--- config.mk ---
export PLATFORM = sky130hd
export DESIGN_NAME = motor_drive_status_frame_parser_top
export DESIGN_NICKNAME = d
export VERILOG_FILES = /design/src/hw/rtl/mdsfp_pkg.sv /design/src/hw/rtl/mdsfp_capture.sv /design/src/hw/rtl/mdsfp_result.sv /design/src/hw/rtl/motor_drive_status_frame_parser_top.sv
export SDC_FILE = /design/constraint.sdc
export NUM_CORES = 1
export LEC_CHECK = 0
export BUFFER_PORTS_ARGS = -buffer_cell sky130_fd_sc_hd__clkbuf_2
export CORE_MARGIN = 1
export CORE_UTILIZATION = 55
export CTS_CLUSTER_DIAMETER = 80
export CTS_CLUSTER_SIZE = 24
export DETAILED_ROUTE_END_ITERATION = 7
export PLACE_DENSITY = 0.77
export RECOVER_POWER = 100
export SKIP_LAST_GASP = 1
export SLEW_MARGIN = 15
export SYNTH_ARGS = -nofsm -noshare
export SYNTH_HDL_FRONTEND = slang
export SYNTH_SLANG_ARGS = --single-unit
--- constraint.sdc ---
create_clock -name clk -period 6.5 [get_ports clk]
set_input_delay 1.3 -clock clk [delete_from_list [all_inputs] [get_ports clk]]
set_output_delay 1.3 -clock clk [all_outputs]
set_load 0.03 [all_outputs]
--- src/hw/rtl/mdsfp_pkg.sv ---
package mdsfp_pkg;

	localparam int unsigned FRAME_LEN = 20;
	localparam int unsigned POS_W     = 5;

	localparam logic [POS_W-1:0] POS_HUNT  = 5'd0;
	localparam logic [POS_W-1:0] POS_SUM_LAST = 5'd16;
	localparam logic [POS_W-1:0] POS_LAST  = 5'(FRAME_LEN - 1);

	localparam logic [7:0] HDR_BYTE  = 8'h55;
	localparam logic [7:0] END_BYTE1 = 8'h0D;
	localparam logic [7:0] END_BYTE2 = 8'h0A;
	localparam logic [7:0] OV_MASK   = 8'h02;
	localparam logic [7:0] UV_MASK   = 8'h01;
	localparam logic [7:0] OC_MASK   = 8'hFC;

	localparam logic [1:0] ST_GOOD    = 2'd0;
	localparam logic [1:0] ST_BAD_END = 2'd1;
	localparam logic [1:0] ST_BAD_SUM = 2'd2;

	localparam logic [1:0] TRK_CLEAR  = 2'd0;
	localparam logic [1:0] TRK_ACTIVE = 2'd1;
	localparam logic [1:0] TRK_ENDED  = 2'd2;

	typedef struct packed {
		logic [1:0]  status;
		logic [15:0] motor_speed;
		logic [15:0] phase_current;
		logic [7:0]  module_temperature;
		logic [7:0]  motor_temperature;
		logic [7:0]  fault_code_high;
		logic [7:0]  fault_code_low;
		logic [7:0]  drive_version;
	} frame_info_t;

	typedef struct packed {
		logic [1:0]  frame_status;
		logic [15:0] motor_speed;
		logic [15:0] phase_current;
		logic [7:0]  module_temperature;
		logic [7:0]  motor_temperature;
		logic [7:0]  fault_code_high;
		logic [7:0]  fault_code_low;
		logic [7:0]  drive_version;
		logic [1:0]  overvoltage_state;
		logic [1:0]  undervoltage_state;
		logic [1:0]  overcurrent_state;
	} result_t;

	function automatic logic [1:0] track(input logic [1:0] cur, input logic fault);
		logic [1:0] nxt;
		nxt = cur;
		if (fault) begin
			nxt = TRK_ACTIVE;
		end else if (cur == TRK_ACTIVE) begin
			nxt = TRK_ENDED;
		end
		return nxt;
	endfunction

endpackage

--- src/hw/rtl/mdsfp_capture.sv ---
module mdsfp_capture
	import mdsfp_pkg::*;
(
	input  logic        clk,
	input  logic        arst_n,
	input  logic        step,
	input  logic [7:0]  rx_byte,
	output logic        at_last,
	output frame_info_t info
);

	logic [POS_W-1:0] pos_q;
	logic [7:0]       sum_q;
	logic [7:0]       b1_q, b2_q, b5_q, b6_q, b7_q, b8_q;
	logic [7:0]       b14_q, b15_q, b16_q, b17_q, b18_q;
	logic             hunting;

	assign hunting = (pos_q == POS_HUNT) || (pos_q > POS_LAST);
	assign at_last = (pos_q == POS_LAST);

	always_ff @(posedge clk or negedge arst_n) begin
		if (!arst_n) begin
			pos_q <= POS_HUNT;
			sum_q <= '0;
		end else if (step) begin
			if (hunting) begin
				if (rx_byte == HDR_BYTE) begin
					pos_q <= POS_HUNT + 5'd1;
					sum_q <= rx_byte;
				end else begin
					pos_q <= POS_HUNT;
				end
			end else begin
				if (pos_q <= POS_SUM_LAST) begin
					sum_q <= sum_q + rx_byte;
				end
				if (pos_q < POS_LAST) begin
					pos_q <= pos_q + 5'd1;
				end else begin
					pos_q <= POS_HUNT;
				end
			end
		end
	end

	// only the frame bytes that are decoded or checked are kept
	always_ff @(posedge clk) begin
		if (step && !hunting) begin
			unique case (pos_q)
				5'd1:    b1_q  <= rx_byte;
				5'd2:    b2_q  <= rx_byte;
				5'd5:    b5_q  <= rx_byte;
				5'd6:    b6_q  <= rx_byte;
				5'd7:    b7_q  <= rx_byte;
				5'd8:    b8_q  <= rx_byte;
				5'd14:   b14_q <= rx_byte;
				5'd15:   b15_q <= rx_byte;
				5'd16:   b16_q <= rx_byte;
				5'd17:   b17_q <= rx_byte;
				5'd18:   b18_q <= rx_byte;
				default: ;
			endcase
		end
	end

	always_comb begin
		if (b18_q != END_BYTE1 || rx_byte != END_BYTE2) begin
			info.status = ST_BAD_END;
		end else if (sum_q != b17_q) begin
			info.status = ST_BAD_SUM;
		end else begin
			info.status = ST_GOOD;
		end
		info.motor_speed        = {b1_q, b2_q};
		info.phase_current      = {b5_q, b6_q};
		info.module_temperature = b7_q;
		info.motor_temperature  = b8_q;
		info.fault_code_high    = b14_q;
		info.fault_code_low     = b15_q;
		info.drive_version      = b16_q;
	end

endmodule

--- src/hw/rtl/mdsfp_result.sv ---
module mdsfp_result
	import mdsfp_pkg::*;
(
	input  logic        clk,
	input  logic        arst_n,
	input  logic        load,
	input  logic        shield,
	input  frame_info_t info,
	input  logic        out_ready,
	output logic        out_valid,
	output result_t     res
);

	logic [1:0] ov_q, uv_q, oc_q;
	logic [1:0] ov_d, uv_d, oc_d;
	logic       good;
	logic       out_valid_q;
	result_t    res_q;

	assign good = (info.status == ST_GOOD);

	always_comb begin
		ov_d = ov_q;
		uv_d = uv_q;
		oc_d = oc_q;
		if (good) begin
			ov_d = track(ov_q, (info.fault_code_low & OV_MASK) != 8'd0);
			if (!shield) begin
				uv_d = track(uv_q, (info.fault_code_low & UV_MASK) != 8'd0);
				oc_d = track(oc_q, (info.fault_code_low & OC_MASK) != 8'd0);
			end
		end
	end

	always_ff @(posedge clk or negedge arst_n) begin
		if (!arst_n) begin
			ov_q        <= TRK_CLEAR;
			uv_q        <= TRK_CLEAR;
			oc_q        <= TRK_CLEAR;
			out_valid_q <= 1'b0;
		end else begin
			if (load) begin
				ov_q        <= ov_d;
				uv_q        <= uv_d;
				oc_q        <= oc_d;
				out_valid_q <= 1'b1;
			end else if (out_ready) begin
				out_valid_q <= 1'b0;
			end
		end
	end

	always_ff @(posedge clk) begin
		if (load) begin
			res_q.frame_status       <= info.status;
			res_q.motor_speed        <= good ? info.motor_speed : 16'd0;
			res_q.phase_current      <= good ? info.phase_current : 16'd0;
			res_q.module_temperature <= good ? info.module_temperature : 8'd0;
			res_q.motor_temperature  <= good ? info.motor_temperature : 8'd0;
			res_q.fault_code_high    <= good ? info.fault_code_high : 8'd0;
			res_q.fault_code_low     <= good ? info.fault_code_low : 8'd0;
			res_q.drive_version      <= good ? info.drive_version : 8'd0;
			res_q.overvoltage_state  <= ov_d;
			res_q.undervoltage_state <= uv_d;
			res_q.overcurrent_state  <= oc_d;
		end
	end

	assign out_valid = out_valid_q;
	assign res       = res_q;

endmodule

--- src/hw/rtl/motor_drive_status_frame_parser_top.sv ---
// output: the result of a frame is on m_axis_tvalid once byte 19 has passed the input register and the result register
// throughput: one byte per cycle; input stalls only while a finished frame waits at the output
// and byte 19 of the next frame is ready to complete
// reset: arst_n clears the parser to header hunting, the fault trackers to clear and both valids
module motor_drive_status_frame_parser_top
	import mdsfp_pkg::*;
(
	input  logic        clk,
	input  logic        arst_n,
	input  logic        s_axis_tvalid,
	output logic        s_axis_tready,
	input  logic [15:0] s_axis_tdata,  // rx_byte[7:0], shield_active[8], zero pad
	output logic        m_axis_tvalid,
	input  logic        m_axis_tready,
	// motor_speed[15:0], phase_current[31:16], module_temperature[39:32],
	// motor_temperature[47:40], fault_code_high[55:48], fault_code_low[63:56],
	// drive_version[71:64], overvoltage_state[73:72], undervoltage_state[75:74],
	// overcurrent_state[77:76], zero pad
	output logic [79:0] m_axis_tdata,
	output logic [1:0]  m_axis_tuser   // frame_status[1:0]
);

	logic        valid_s1;
	logic [7:0]  byte_s1;
	logic        shield_s1;
	logic        at_last;
	logic        frame_end;
	logic        advance;
	frame_info_t info;
	result_t     res;

	assign frame_end     = valid_s1 && at_last;
	assign advance       = !(frame_end && m_axis_tvalid && !m_axis_tready);
	assign s_axis_tready = !valid_s1 || advance;

	always_ff @(posedge clk or negedge arst_n) begin
		if (!arst_n) begin
			valid_s1 <= 1'b0;
		end else if (s_axis_tready) begin
			valid_s1 <= s_axis_tvalid;
		end
	end

	always_ff @(posedge clk) begin
		if (s_axis_tvalid && s_axis_tready) begin
			byte_s1   <= s_axis_tdata[7:0];
			shield_s1 <= s_axis_tdata[8];
		end
	end

	mdsfp_capture u_capture (
		.clk     (clk),
		.arst_n  (arst_n),
		.step    (valid_s1 && advance),
		.rx_byte (byte_s1),
		.at_last (at_last),
		.info    (info)
	);

	mdsfp_result u_result (
		.clk       (clk),
		.arst_n    (arst_n),
		.load      (frame_end && advance),
		.shield    (shield_s1),
		.info      (info),
		.out_ready (m_axis_tready),
		.out_valid (m_axis_tvalid),
		.res       (res)
	);

	assign m_axis_tuser = res.frame_status;
	assign m_axis_tdata = {
		2'b00,
		res.overcurrent_state,
		res.undervoltage_state,
		res.overvoltage_state,
		res.drive_version,
		res.fault_code_low,
		res.fault_code_high,
		res.motor_temperature,
		res.module_temperature,
		res.phase_current,
		res.motor_speed
	};

`ifndef NO_ASSERTIONS
	a_held_end: assert property (@(posedge clk) disable iff (!arst_n)
		frame_end && !advance |=> valid_s1 && $stable(byte_s1))
		else $error("stalled frame end byte lost");

	a_status: assert property (@(posedge clk) disable iff (!arst_n)
		m_axis_tvalid |-> m_axis_tuser == ST_GOOD || m_axis_tuser == ST_BAD_END
			|| m_axis_tuser == ST_BAD_SUM)
		else $error("bad frame status code");

	a_bad_zero: assert property (@(posedge clk) disable iff (!arst_n)
		m_axis_tvalid && m_axis_tuser != ST_GOOD |-> m_axis_tdata[71:0] == 72'd0)
		else $error("bad frame carries data");

	a_trk: assert property (@(posedge clk) disable iff (!arst_n)
		m_axis_tvalid |-> m_axis_tdata[73:72] != 2'd3 && m_axis_tdata[75:74] != 2'd3
			&& m_axis_tdata[77:76] != 2'd3)
		else $error("tracker out of range");
`endif

endmodule
# After elaboration in Yosys (flattened, before gate mapping)

Cells that the tools add are included.

Add/sub/neg operators: 2
Bitwise logic cells: 0
Shift operators: 0
Multiply operators: 0
Divide/modulo/power cells: 0
Equal/unequal tests: 20
Multiplexer cells: 21
Reductions and logical operators: 31
$lt $le $gt $ge: 3

Operator list:

| operator            | count |
|---|---|
| $mux 2              | 13 |
| $mux 8              | 3 |
| $reduce_and 2->1    | 11 |
| $eq 5x5->1 const B  | 4 |
| $ne 8x4->1 const B  | 2 |
| $eq 5x3->1 const B  | 3 |
| $eq 5x4->1 const B  | 3 |
| $mux 5              | 2 |
| $add 8x8->8         | 1 |
| $eq 8x7->1 const B  | 1 |
| $ne 8x8->1          | 1 |
| $reduce_bool 8->1   | 1 |
| $logic_and 1x1->1   | 7 |
| $eq 2x1->1 const B  | 3 |
| $add 5x1->5 const B | 1 |
| $eq 5x1->1 const B  | 1 |
| $eq 5x2->1 const B  | 1 |
| $gt 5x5->1 const B  | 1 |
| $le 5x5->1 const B  | 1 |
| $logic_not 5->1     | 1 |
| $lt 5x5->1 const B  | 1 |
| $logic_not 1->1     | 4 |
| $reduce_bool 2->1   | 2 |
| $logic_or 1x1->1    | 3 |
| 4 further kinds     | 6 |

Bits in latches: 0
Memories: 0
Output and inout port bits: 84
Memory bits (read-only): 0
RAM bits: 0
Register bits after elaboration: 198

# Depth between registers and ports, before layout

Gate-level depths: netlist of run 1.

Word-level depth: 8
Gate-level depth with buffers: 9
Mapped depth without buffers: 9

# Modules after synthesis

Synthesis of run 1 repeated with hierarchy kept, for this count alone.

Cells, all modules: 463
Area total of the unflattened synthesis: 7631.1 sq um

By module, submodules not included:

| module                              | cells each | area each (sq um) | instances | seq. area each (sq um) |
|---|---|---|---|---|
| mdsfp_capture                       | 239        | 3986.3            | 1         | 2967.8 |
| mdsfp_result                        | 204        | 3273.1            | 1         | 2577.5 |
| motor_drive_status_frame_parser_top | 20         | 371.6             | 1         | 295.3 |

# Worst setup path before layout of run 1

Ideal clock, no wire load.

Path kind: input to register
From: input m_axis_tready
To: register u_result.oc_q[0]
Library setup time: 121 ps
Arrival time: 5595 ps
Path slack: 784 ps
Cell stages on the path: 6
Cell sequence: nor2b_1 > nor2_1 > and2_1 > buf_4 > nand2b_1 > a22o_1

Cells in the longest elaborated chain, start to end: 4

Ends and longest elaborated chain:

| item                 | RTL line                                  | RTL |
|---|---|---|
| from (decl)          | motor_drive_status_frame_parser_top.sv:14 | `input logic m_axis_tready,` |
| $logic_not 1->1      | motor_drive_status_frame_parser_top.sv:33 | `assign advance = !(frame_end && m_axis_tvalid && !m_axis_tready);` |
| $logic_and 1x1->1    | motor_drive_status_frame_parser_top.sv:33 |  |
| $logic_not 1->1      | motor_drive_status_frame_parser_top.sv:33 |  |
| $logic_and 1x1->1    | motor_drive_status_frame_parser_top.sv:63 | `.load (frame_end && advance),` |
| via u_result.load    | mdsfp_result.sv:6                         | `input logic load,` |
| to (signal assigned) | mdsfp_result.sv:39                        | `oc_q <= TRK_CLEAR;` |
| to (signal assigned) | mdsfp_result.sv:45                        | `oc_q <= oc_d;` |
| to (decl)            | mdsfp_result.sv:14                        | `logic [1:0] ov_q, uv_q, oc_q;` |

The timed path passes the listed nets, and every way through them passes these cells.
A chain may end at the register's enable or synchronous reset.

# Worst setup path after layout of run 1

From: register u_capture.pos_q[2]
To: register u_result.res_q (netlist bit u_result.res[59]), enable pin

Cells in the longest elaborated chain, start to end: 6

Ends and longest elaborated chain:

| item                           | RTL line                                  | RTL |
|---|---|---|
| from (decl)                    | mdsfp_capture.sv:12                       | `logic [POS_W-1:0] pos_q;` |
| from (signal assigned)         | mdsfp_capture.sv:28                       | `pos_q <= POS_HUNT + 5'd1;` |
| from (signal assigned)         | mdsfp_capture.sv:38                       | `pos_q <= pos_q + 5'd1;` |
| $eq 5x5->1 (*)                 | mdsfp_capture.sv:19                       | `assign at_last = (pos_q == POS_LAST);` |
| $logic_and 1x1->1 (*)          | motor_drive_status_frame_parser_top.sv:32 | `assign frame_end = valid_s1 && at_last;` |
| $logic_and 1x1->1 (2 in a row) | motor_drive_status_frame_parser_top.sv:33 |  |
| $logic_not 1->1                | motor_drive_status_frame_parser_top.sv:33 |  |
| $logic_and 1x1->1 (*)          | motor_drive_status_frame_parser_top.sv:63 |  |
| via u_result.load              | mdsfp_result.sv:6                         |  |
| to (decl)                      | mdsfp_result.sv:18                        | `result_t res_q;` |

Mark *: on every way through the listed nets, which the timed path passes. The rest lies on a longest branch.

==> qor.tcl, run 1 <==
set qor(outcome) {finished with violations}
set qor(violations) {max-capacitance violations, max-slew violations}
set qor(total_instance_count_after_detailed_placement) 718
set qor(tritoncts) {done}
set qor(synthesis.yosys.warnings) 0
set qor(num_rows) 42
set qor(cts.sinks) 198
set qor(power.sequential.fraction) 0.526
set qor(final_cell_count_without_fillers) 749
set qor(postSynthAreaPerCell_um2) 16.6
set qor(synth.yosys.seq_area_share) 0.770
set qor(placement.io_buffers) 94
set qor(synth_area_leaders) {edfxtp_1 (70%), dfrtp_1 (6.9%), and2_1 (6.7%)}
set qor(cell_area_synth_mm2) 0.00758
set qor(synthDominantCellAreaShare) 0.701
set qor(power_switching_share) 0.254
set qor(route.detailed.drc) 0
set qor(combined_buffer_and_inverter_count_along_the_critical_path) 1
set qor(drtIter0Drc) 437
set qor(synthFlopType) {edfxtp_1}
set qor(grt_util_all_layers) 0.203
set qor(grt_antenna_before_repair) 0
set qor(die_height_um) 119
set qor(clock_tree.htree_level_count) 4
set qor(core-area_mm2) 0.0133
set qor(detail_route.wl_per_cell_um) 18.1
set qor(pwr_density_cell_mw_per_mm2) 339
set qor(final_min_period_over_clock_period) 0.692
set qor(maxClockFrequency_mhz) 222
set qor(cp_data_arrival_time_ns) 4.53
set qor(p_total_mw) 2.92
set qor(root_buffer) {clkbuf_16}
set qor(final_max_slew_viol_count) 88
set qor(power.static_leakage_nw) 2.80
set qor(first_global_vias) 3874
set qor(fin_crit_ns) 4.50
set qor(r2r_slack_ns) 2.00
set qor(detailed_place_hpwl_um) 7950
set qor(insertedDiodeCount) 0
set qor(critical-path-max-stage-delay_ns) 1.36
set qor(largest_register_ffs) 80
set qor(postCtsResizedCells) 0
set qor(cts_setup_buffers) 0
set qor(ys_top_cells_by_count) {edfxtp_1 (177), and2_1 (81), dfrtp_1 (21)}
set qor(worstSetupEndpointType) {flop}
set qor(synth_cell_type_count) 47
set qor(post_synth_edffs) 177
set qor(pwr-share-comb) 0.130
set qor(cp_cell_instances) {nor3b_1 > nand3_1 > nor2_1 > clkbuf_2}
set qor(postSynthCellCount) 457
set qor(path_max_fanout) 66
set qor(worst_setup_hold_path_clk_slew_ns) 0.06
set qor(final-hold-violation-count) 0
set qor(maximum_clock_insertion_buffer_count) 2
set qor(drtPass1Iterations) 5
set qor(die_area_mm2) 0.0143
set qor(start_kind) {flop}
set qor(internal_power_mw) 2.18
set qor(final_net_count) 594
set qor(syn2layout_area_growth_pct) 13.8
set qor(switching_power_mw) 0.744
set qor(route.final.wire_length_um) 13600
set qor(cp_slowest_cell) {nor2_1}
set qor(gr-total-overflow) 0
set qor(synth.most_common_cell) {edfxtp_1}
set qor(synth_top_cell_by_area) {edfxtp_1}
set qor(worst-slew-pin-transition_ns) 1.79
set qor(final_replace_weighted_congestion) 0.833
set qor(clock_share_of_power) 0.344
set qor(numCtsBuffers) 17
set qor(vdd_ir_drop_max_mv) 0.139
set qor(grt_start_max_net_pins) 79
set qor(synth-seq-cells) 198
set qor(async_flop_share) 0.106
set qor(global_route_wire_length_before_repair_um) 20700
set qor(drt-vias-per-instance) 5.34
set qor(timing.setup.critical_path_class) {reg -> reg}
set qor(setup_viol) 0
set qor(finalClockSkew_ns) 0.0118
set qor(insertion_delay_ns) 0.43
set qor(cpLargestDelayFamily) {simple AND/OR/NAND/NOR gates}
set qor(max-slew-margin-rel) -0.197
set qor(worst-endpoint-required_ns) 6.53
set qor(timing.max_cap.violations) 2
set qor(dieWidth_um) 119
set qor(drive_gt1_frac) 0.0768
set qor(final.setup.tns_ns) 0
set qor(min-delay-path-class) {reg -> reg}
set qor(cts-hold-fix-buffers) 0
set qor(initial_core_util) 0.568
set qor(detail-route-antenna-nets) 0
set qor(setup_repair_after_global_routing_missed_its_margin) {false}
set qor(ioPinCount) 104
set qor(via_count) 4000
## power groups by stage
stage	combinational [mW]	clock, mW	sequential (mW)
3_5_place_dp	0.386	0	1.56
6_report	0.381	1.00	1.54
3_3_place_gp	0.361	0	1.56
2_1_floorplan	0.308	0	1.54
5_1_grt	0.425	1.06	1.55
4_1_cts	0.393	1.02	1.54
## cell usage in the layout (no fill, tap or decap), types with 5 or more instances in the layout
cell	Yosys	final
and2_0	0	37
and3_1	5	5
a21oi_1	16	16
nand3_1	6	6
xnor2_1	10	10
edfxtp_1	177	177
dfrtp_1	21	21
nor2_1	11	11
clkbuf_16	0	17
nand2_1	17	17
and2_1	81	44
o21ai_0	9	10
inv_1	11	11
ha_1	12	12
clkbuf_2	0	11
nand2b_1	5	5
clkbuf_1	8	89
## cell families after synthesis
family	Yosys count	share of synthesized area
AO/OA/AOI/OAI	48	0.0409
adder cells (fa/ha/maj)	13	0.0224
AND/OR/NAND/NOR	155	0.132
multiplexers	3	0.00396
buffers and inverters	26	0.0150
XOR/XNOR	13	0.0150
flip-flops	198	0.770
other	1	0.000494
## through the flow
stage / hold WS (ns) / worst slack, ns / util / instance area (um^2)
6_report: 0.516 / 2.00 / 0.647 / 8630
5_1_grt: 0.533 / 1.60 / 0.647 / 8630
4_1_cts: 0.519 / 3.05 / 0.661 / 8820
3_5_place_dp: 0.497 / 3.05 / 0.619 / 8260
3_3_place_gp: 0.475 / 3.08 / 0.619 / 8260
2_1_floorplan: 0.445 / 0.784 / - / 7590
## layer usage
layer  GRT usage  wire [um]  share of wire  vias up
li1            -          -              -     1884
met1       0.249       5510           0.41     1963
met3      0.0398        704          0.052       20
met2       0.348       7090           0.52      133
met5           0          0              0        -
met4      0.0922        265          0.020        0
## path summary, 6_finish.rpt
path                                                 from  cells after the start                              to
setup / recovery           u_capture.pos_q[2]$_DFFE_PN0P_                      4  u_result.res[59]$_SDFFCE_PP0P_
hold / removal                u_capture.b7_q[3]$_DFFE_PP_                      1  u_result.res[41]$_SDFFCE_PP0P_
setup reg to reg           u_capture.pos_q[2]$_DFFE_PN0P_                      4  u_result.res[59]$_SDFFCE_PP0P_
hold reg to reg               u_capture.b7_q[3]$_DFFE_PP_                      1  u_result.res[41]$_SDFFCE_PP0P_
max in group asynchronous                          arst_n                      1  u_capture.sum_q[6]$_DFFE_PN0P_
min in group asynchronous                          arst_n                      1    u_result.ov_q[0]$_DFFE_PN0P_
## layout make-up
class | instances | area (um^2)
flip-flops and latches | 198 | 5840
fillers | 972 | 4720
multi-input cells | 234 | 1580
clock buffers | 19 | 433
repair buffers | 99 | 389
well taps | 176 | 220
clock inverters | 12 | 129
inverters | 11 | 41.3
No activity file was read; power rests on OpenSTA's default activity.
==> run 2: changes to the inputs <==
==> constraint.sdc (replaced) <==
create_clock -name clk -period 4.2 [get_ports clk]
set_input_delay 0.84 -clock clk [delete_from_list [all_inputs] [get_ports clk]]
set_output_delay 0.84 -clock clk [all_outputs]
set_load 0.03 [all_outputs]
==> run 2 against run 1 <==
Net effect: die area stayed put; hold slack gained 0.0016 ns; routed wire length down 2.7%; critical path depth grew 2; fmax rose by 38%; combinational power increased by 64%; critical path type unchanged; first-iteration DRC count is 27% lower; clock skew down 0.0037 ns; utilization up 1.1 points; global-route usage fell by 0.52 points; count of clock-buffer cells in the layout decreased by 2; via count increased by 0.90%; the run now ends clean.
==> qor.tcl, run 2 (synthesis gave the netlist of run 1 again) <==
set qor(outcome) {finished clean} ;# was finished with violations
set qor(route.final.wire_length_um) 13200 ;# was 13600 um
set qor(setup_viol) 0 ;# unchanged
set qor(clock_tree.htree_level_count) 4 ;# unchanged
set qor(placement.io_buffers) 94 ;# unchanged
set qor(detailed_place_hpwl_um) 8280 ;# was 7950 um
set qor(power.sequential.fraction) 0.508 ;# was 0.526
set qor(finalClockSkew_ns) 0.00811 ;# was 0.0118 ns
set qor(maxClockFrequency_mhz) 307 ;# was 222 MHz
set qor(largest_register_ffs) 80 ;# unchanged
set qor(worstSetupEndpointType) {flop} ;# unchanged
set qor(insertedDiodeCount) 0 ;# unchanged
set qor(max-slew-margin-rel) 0.105 ;# was -0.197
set qor(grt_start_max_net_pins) 50 ;# was 79
set qor(final_max_slew_viol_count) 0 ;# was 88
set qor(detailedPlace.worstSlack_ns) 1.45 ;# was 3.05 ns
set qor(route.detailed.drc) 0 ;# unchanged
set qor(final_core_utilization) 0.658 ;# was 0.647
set qor(internal_power_mw) 3.45 ;# was 2.18 mW
set qor(die_height_um) 119 ;# unchanged
set qor(core-area_mm2) 0.0133 ;# unchanged
set qor(insertion_delay_ns) 0.44 ;# was 0.43 ns
set qor(postCtsResizedCells) 0 ;# unchanged
set qor(die_area_mm2) 0.0143 ;# unchanged
set qor(min_to) {u_result.res[76]$_SDFFCE_PP0P_} ;# was u_result.res[41]$_SDFFCE_PP0P_
set qor(final.fill_count) 970 ;# was 972
set qor(final-hold-violation-count) 0 ;# unchanged
set qor(worst-endpoint-required_ns) 4.48 ;# was 6.53 ns
set qor(cts.sinks) 198 ;# unchanged
set qor(gr-total-overflow) 0 ;# unchanged
set qor(drive_gt1_frac) 0.0879 ;# was 0.0768
set qor(worstHoldStart) {u_capture.b1_q[6]$_DFFE_PP_} ;# was u_capture.b7_q[3]$_DFFE_PP_
set qor(final_min_period_over_clock_period) 0.775 ;# was 0.692
set qor(power.static_leakage_nw) 2.86 ;# was 2.80 nW
set qor(num_rows) 42 ;# unchanged
set qor(tritoncts) {done} ;# unchanged
set qor(min-delay-path-class) {reg -> reg} ;# unchanged
set qor(timing.setup.critical_path_class) {reg -> reg} ;# unchanged
set qor(numCtsBuffers) 17 ;# unchanged
set qor(clock_share_of_power) 0.358 ;# was 0.344
set qor(pwr-share-comb) 0.134 ;# was 0.130
set qor(worstHoldPathCells) 1 ;# unchanged
set qor(worstRegToRegCells) 6 ;# was 4
set qor(timing.max_cap.violations) 0 ;# was 2
set qor(drtPass1Iterations) 5 ;# unchanged
set qor(maximum_clock_insertion_buffer_count) 2 ;# unchanged
set qor(power_switching_share) 0.256 ;# was 0.254
set qor(final.setup.tns_ns) 0 ;# unchanged
set qor(final_replace_weighted_congestion) 0.863 ;# was 0.833
set qor(grt_util_all_layers) 0.197 ;# was 0.203
set qor(first_global_vias) 3771 ;# was 3874
set qor(global_route_wire_length_before_repair_um) 20200 ;# was 20700 um
set qor(hold_ws_ns) 0.517 ;# was 0.516 ns
set qor(via_count) 4036 ;# was 4000
set qor(dieWidth_um) 119 ;# unchanged
set qor(r2r_slack_ns) 0.95 ;# was 2.00 ns
set qor(layout.cells.most_common_list) {edfxtp_1 (177), clkbuf_1 (92), and2_1 (44)} ;# was edfxtp_1 (177), clkbuf_1 (89), and2_1 (44)
set qor(final.setup.worst_slack_ns) 0.947 ;# was 2.00 ns
set qor(detail_route.wl_per_cell_um) 17.5 ;# was 18.1 um
set qor(setup_repair_after_global_routing_missed_its_margin) {false} ;# unchanged
set qor(vdd_ir_drop_max_mv) 0.282 ;# was 0.139 mV
set qor(worst-slew-pin-transition_ns) 1.34 ;# was 1.79 ns
set qor(cts_setup_buffers) 0 ;# unchanged
set qor(root_buffer) {clkbuf_16} ;# unchanged
set qor(worst_setup_hold_path_clk_slew_ns) 0.07 ;# was 0.06 ns
set qor(path_max_fanout) 49 ;# was 66
set qor(layout_commonest_cell) {edfxtp_1} ;# unchanged
set qor(drt-vias-per-instance) 5.34 ;# about the same
set qor(detail-route-antenna-nets) 0 ;# unchanged
set qor(worstReg2RegStart) {byte_s1[4]$_DFFE_PP_} ;# was u_capture.pos_q[2]$_DFFE_PN0P_
set qor(timing.rr.end) {u_result.res[21]$_SDFFCE_PP0P_} ;# was u_result.res[59]$_SDFFCE_PP0P_
set qor(syn2layout_area_growth_pct) 15.8 ;# was 13.8%
set qor(drtIter0Drc) 319 ;# was 437
set qor(fin_crit_ns) 3.25 ;# was 4.50 ns
set qor(initial_core_util) 0.568 ;# unchanged
set qor(switching_power_mw) 1.19 ;# was 0.744 mW
set qor(cts-hold-fix-buffers) 0 ;# unchanged
set qor(cp_data_arrival_time_ns) 3.53 ;# was 4.53 ns
set qor(final_cell_count_without_fillers) 756 ;# was 749
set qor(final_net_count) 600 ;# was 594
set qor(total_instance_count_after_detailed_placement) 724 ;# was 718
set qor(start_kind) {flop} ;# unchanged
set qor(ioPinCount) 104 ;# unchanged
set qor(pwr_density_cell_mw_per_mm2) 528 ;# was 339 mW/mm^2
set qor(grt_antenna_before_repair) 0 ;# unchanged
-- run 2: cell count changes in the layout (fill, tap and decap cells not counted), sizes merged --
cell    previous run  this run
buf                1         2
clkinv             5         6
clkbuf           117       120
inv               13        14
bufinv             2         3
-- run 2: power by group through the flow --
stage	Combinational (mW)	Clock, mW	Sequential (mW)
finish	0.624	1.66	2.36
floorplan	0.476	0	2.38
global route	0.696	1.75	2.37
global placement	0.594	0	2.39
CTS	0.635	1.68	2.35
detailed placement	0.626	0	2.40
-- run 2: metal layers --
layer	up-vias	global-route usage	share of wire
met3	13	0.0412	0.056
met2	142	0.330	0.50
li1	1901	-	-
met5	-	0	0
met1	1980	0.251	0.43
met4	0	0.0859	0.018
-- run 2: worst max-delay path by stage --
stage,startpoint,endpoint,cells past startpoint
final,byte_s1[4]$_DFFE_PP_,u_result.res[21]$_SDFFCE_PP0P_,6
after global routing,byte_s1[4]$_DFFE_PP_,u_result.res[21]$_SDFFCE_PP0P_,6
after CTS,byte_s1[4]$_DFFE_PP_,u_result.res[4]$_DFFE_PP_,6
after detailed placement,u_capture.pos_q[2]$_DFFE_PN0P_,u_result.uv_q[0]$_DFFE_PN0P_,6
after global placement,u_capture.pos_q[2]$_DFFE_PN0P_,u_result.uv_q[0]$_DFFE_PN0P_,6
after floorplan,u_capture.pos_q[2]$_DFFE_PN0P_,u_result.oc_q[0]$_DFFE_PN0P_,8
-- run 2: through the flow --
stage               instance area (um^2)  power (mW)
finish                              8780        4.64
global route                        8780        4.81
CTS                                 8950        4.67
detailed placement                  8330        3.02
global placement                    8330        2.98
floorplan                           7590        2.86
-- run 2: area by class of cell --
cell class	instances	area, um^2	share of cell area
Timing Repair Buffer	105	440	0.0501
Tap cell	176	220	0.0251
Sequential cell	198	5840	0.665
Clock inverter	15	199	0.0226
Clock buffer	17	425	0.0484
Multi-Input combinational cell	234	1620	0.184
Inverter	11	41.3	0.00470
-- run 2: critical path, cell delays in order, from the launching register on --
cell and delay [ns]:
edfxtp_1 0.35, clkbuf_1 0.41, nor4b_4 0.43, nand4_1 0.40
nor3_4 0.98, buf_12 0.29, and2_0 0.20
==> run 3: changes to the inputs <==
--- a/config.mk
+++ b/config.mk
@@ -7,11 +7,11 @@
 export LEC_CHECK = 0
 export BUFFER_PORTS_ARGS = -buffer_cell sky130_fd_sc_hd__clkbuf_2
 export CORE_MARGIN = 1
-export CORE_UTILIZATION = 55
+export CORE_UTILIZATION = 51
 export CTS_CLUSTER_DIAMETER = 80
 export CTS_CLUSTER_SIZE = 24
 export DETAILED_ROUTE_END_ITERATION = 7
-export PLACE_DENSITY = 0.77
+export PLACE_DENSITY = 0.75
 export RECOVER_POWER = 100
 export SKIP_LAST_GASP = 1
 export SLEW_MARGIN = 15
==> constraint.sdc (replaced) <==
create_clock -name clk -period 2.6 [get_ports clk]
set_input_delay 0.52 -clock clk [delete_from_list [all_inputs] [get_ports clk]]
set_output_delay 0.52 -clock clk [all_outputs]
set_load 0.03 [all_outputs]
==> run 3 against run 2 <==
Net effect: setup slack worse by 0.69 ns; register-to-register slack got worse by 0.69 ns; clock skew is 0.0019 ns higher; critical path type is now reg -> out; critical endpoint is now s_axis_tready; largest power group unchanged.
==> qor.tcl, run 3 (synthesis gave the netlist of run 1 again) <==
set qor(setup_viol) 0 ;# unchanged
set qor(grt_start_max_net_pins) 62 ;# was 50
set qor(worstHoldPathCells) 1 ;# unchanged
set qor(layout.cells.most_common_list) {edfxtp_1 (177), clkbuf_1 (95), and2_1 (41)} ;# was edfxtp_1 (177), clkbuf_1 (92), and2_1 (44)
set qor(setup_repair_after_global_routing_missed_its_margin) {false} ;# unchanged
set qor(insertedDiodeCount) 0 ;# unchanged
set qor(vdd_ir_drop_max_mv) 0.476 ;# was 0.282 mV
set qor(timing.setup.critical_path_class) {reg -> out} ;# was reg -> reg
set qor(first_global_vias) 4015 ;# was 3771
set qor(global_route_wire_length_before_repair_um) 20800 ;# was 20200 um
set qor(power.static_leakage_nw) 2.87 ;# was 2.86 nW
set qor(timing.max_cap.violations) 0 ;# unchanged
set qor(drtIter0Drc) 314 ;# was 319
set qor(die_area_mm2) 0.0154 ;# was 0.0143 mm^2
set qor(drive_gt1_frac) 0.0971 ;# was 0.0879
set qor(detail-route-antenna-nets) 0 ;# unchanged
set qor(gr-total-overflow) 0 ;# unchanged
set qor(design_area_mm2) 0.00882 ;# was 0.00878 mm^2
set qor(maximum_clock_insertion_buffer_count) 2 ;# unchanged
set qor(p_total_mw) 7.54 ;# was 4.64 mW
set qor(detailed_place_hpwl_um) 8660 ;# was 8280 um
set qor(postCtsResizedCells) 0 ;# unchanged
set qor(placement.io_buffers) 94 ;# unchanged
set qor(clock_tree.htree_level_count) 4 ;# unchanged
set qor(initial_core_util) 0.522 ;# was 0.568
set qor(route.detailed.drc) 0 ;# unchanged
set qor(grt_util_all_layers) 0.190 ;# was 0.197
set qor(cts_setup_buffers) 0 ;# unchanged
set qor(final_replace_weighted_congestion) 0.803 ;# was 0.863
set qor(insertion_delay_ns) 0.43 ;# was 0.44 ns
set qor(cp_cell_instances) {nor3b_4 > nand4_1 > clkbuf_2} ;# was clkbuf_1 > nor4b_4 > nand4_1 > nor3_4 > buf_12 > and2_0
set qor(syn2layout_area_growth_pct) 16.3 ;# was 15.8%
set qor(worst-slew-pin-transition_ns) 1.31 ;# was 1.34 ns
set qor(num_rows) 44 ;# was 42
set qor(drtPass1Iterations) 5 ;# unchanged
set qor(worst_setup_hold_path_clk_slew_ns) 0.07 ;# about the same
set qor(final_core_utilization) 0.607 ;# was 0.658
set qor(worst-endpoint-required_ns) 2.08 ;# was 4.48 ns
set qor(via_count) 3952 ;# was 4036
set qor(start_kind) {flop} ;# unchanged
set qor(drt-vias-per-instance) 5.13 ;# was 5.34
set qor(finalClockSkew_ns) 0.0100 ;# was 0.00811 ns
set qor(cpLargestDelayFamily) {simple AND/OR/NAND/NOR gates} ;# unchanged
set qor(core-area_mm2) 0.0145 ;# was 0.0133 mm^2
set qor(die_height_um) 124 ;# was 119 um
set qor(worstSetupEndpointType) {primary output} ;# was flop
set qor(critical-path-max-stage-delay_ns) 0.50 ;# was 0.98 ns
set qor(tritoncts) {done} ;# unchanged
set qor(cp_slowest_cell) {dfrtp_1} ;# was nor3_4
set qor(numCtsBuffers) 17 ;# unchanged
set qor(cts.sinks) 198 ;# unchanged
set qor(outcome) {finished clean} ;# unchanged
set qor(min-delay-path-class) {in -> reg} ;# was reg -> reg
set qor(route.final.wire_length_um) 13500 ;# was 13200 um
set qor(max-slew-margin-rel) 0.128 ;# was 0.105
set qor(combined_buffer_and_inverter_count_along_the_critical_path) 1 ;# was 2
set qor(final_net_count) 607 ;# was 600
set qor(grt_antenna_before_repair) 0 ;# unchanged
set qor(pwr_density_cell_mw_per_mm2) 854 ;# was 528 mW/mm^2
set qor(ioPinCount) 104 ;# unchanged
set qor(maxClockFrequency_mhz) 426
set qor(final_max_slew_viol_count) 0 ;# unchanged
set qor(final.fill_count) 1090 ;# was 970
set qor(root_buffer) {clkbuf_16} ;# unchanged
set qor(cts-hold-fix-buffers) 0 ;# unchanged
set qor(worstRegToRegCells) 7 ;# was 6
set qor(timing.critical_path.depth) 3 ;# was 6
set qor(place_area_mm2) 0.00841 ;# was 0.00833 mm^2
set qor(dieWidth_um) 124 ;# was 119 um
set qor(layout_commonest_cell) {edfxtp_1} ;# unchanged
set qor(final-hold-violation-count) 0 ;# unchanged
set qor(fin_crit_ns) 2.35
set qor(final.setup.tns_ns) 0 ;# unchanged
set qor(largest_register_ffs) 80 ;# unchanged
set qor(detail_route.wl_per_cell_um) 17.6 ;# was 17.5 um
set qor(final_min_period_over_clock_period) 0.902
set qor(cp_data_arrival_time_ns) 1.83 ;# was 3.53 ns
set qor(path_max_fanout) 10 ;# was 49
[run 3: cell types whose count changed in the layout (fill, tap and decap cells not counted), moves of 2 or more]
cell	change
buf_4	+2
clkinv_4	-2
and2_1	-3
nor3b_1	-2
clkbuf_1	+3
and2_0	+3
clkbuf_4	+2
inv_6	+3
[run 3: final cells by class]
| cell class | instances | area [um^2] | area share |
|---|---|---|---|
| Inverter | 11 | 41.3 | 0.00468 |
| Sequential cell | 198 | 5840 | 0.662 |
| Tap cell | 184 | 230 | 0.0261 |
| Multi-Input combinational cell | 234 | 1630 | 0.184 |
| Clock inverter | 15 | 194 | 0.0220 |
| Timing Repair Buffer | 112 | 467 | 0.0529 |
| Clock buffer | 17 | 425 | 0.0482 |
[run 3: power breakdown]
| part | total [mW] | switching [mW] | internal (mW) |
|---|---|---|---|
| clock | 2.70 | 1.16 | 1.54 |
| sequential | 3.81 | 0.169 | 3.64 |
| combinational | 1.02 | 0.603 | 0.420 |
| total | 7.54 | 1.94 | 5.60 |
[run 3: path summary, 6_finish.rpt]
path                                                  endpoint  slack (ns)                      startpoint
worst min register to register    u_result.ov_q[1]$_DFFE_PN0P_        0.51    u_capture.b15_q[1]$_DFFE_PP_
worst min-delay path                      byte_s1[0]$_DFFE_PP_        0.26                 s_axis_tdata[0]
max in group asynchronous       u_capture.pos_q[4]$_DFFE_PN0P_        1.46                          arst_n
worst max register to register    u_capture.b15_q[6]$_DFFE_PP_        0.26  u_capture.pos_q[0]$_DFFE_PN0P_
min in group asynchronous         u_result.ov_q[0]$_DFFE_PN0P_        0.36                          arst_n
worst max-delay path                             s_axis_tready        0.25  u_capture.pos_q[3]$_DFFE_PN0P_
[run 3: metal layers]
layer	routed length, um	up-vias	GRT usage
met2	6800	125	0.313
met5	0	-	0
met3	886	9	0.0513
li1	-	1909	-
met4	169	0	0.0759
met1	5700	1909	0.241
[run 3: worst register-to-register path, delay by kind of cell, from the launching register on]
family	cells	cell delay (ns)
flops	1	0.45
simple gates	2	0.39
compound gates	1	0.16
buf+inv	3	0.71
fa+ha+maj	1	0.28
[run 3: per-stage QoR]
step	instances	hold slack (ns)	setup slack, ns
after floorplan	458	0.224	-0.300
after global placement	739	0.466	0.416
after detailed placement	739	0.491	0.371
after CTS	771	0.0826	0.221
after global routing	771	0.232	0.0585
final	771	0.260	0.254
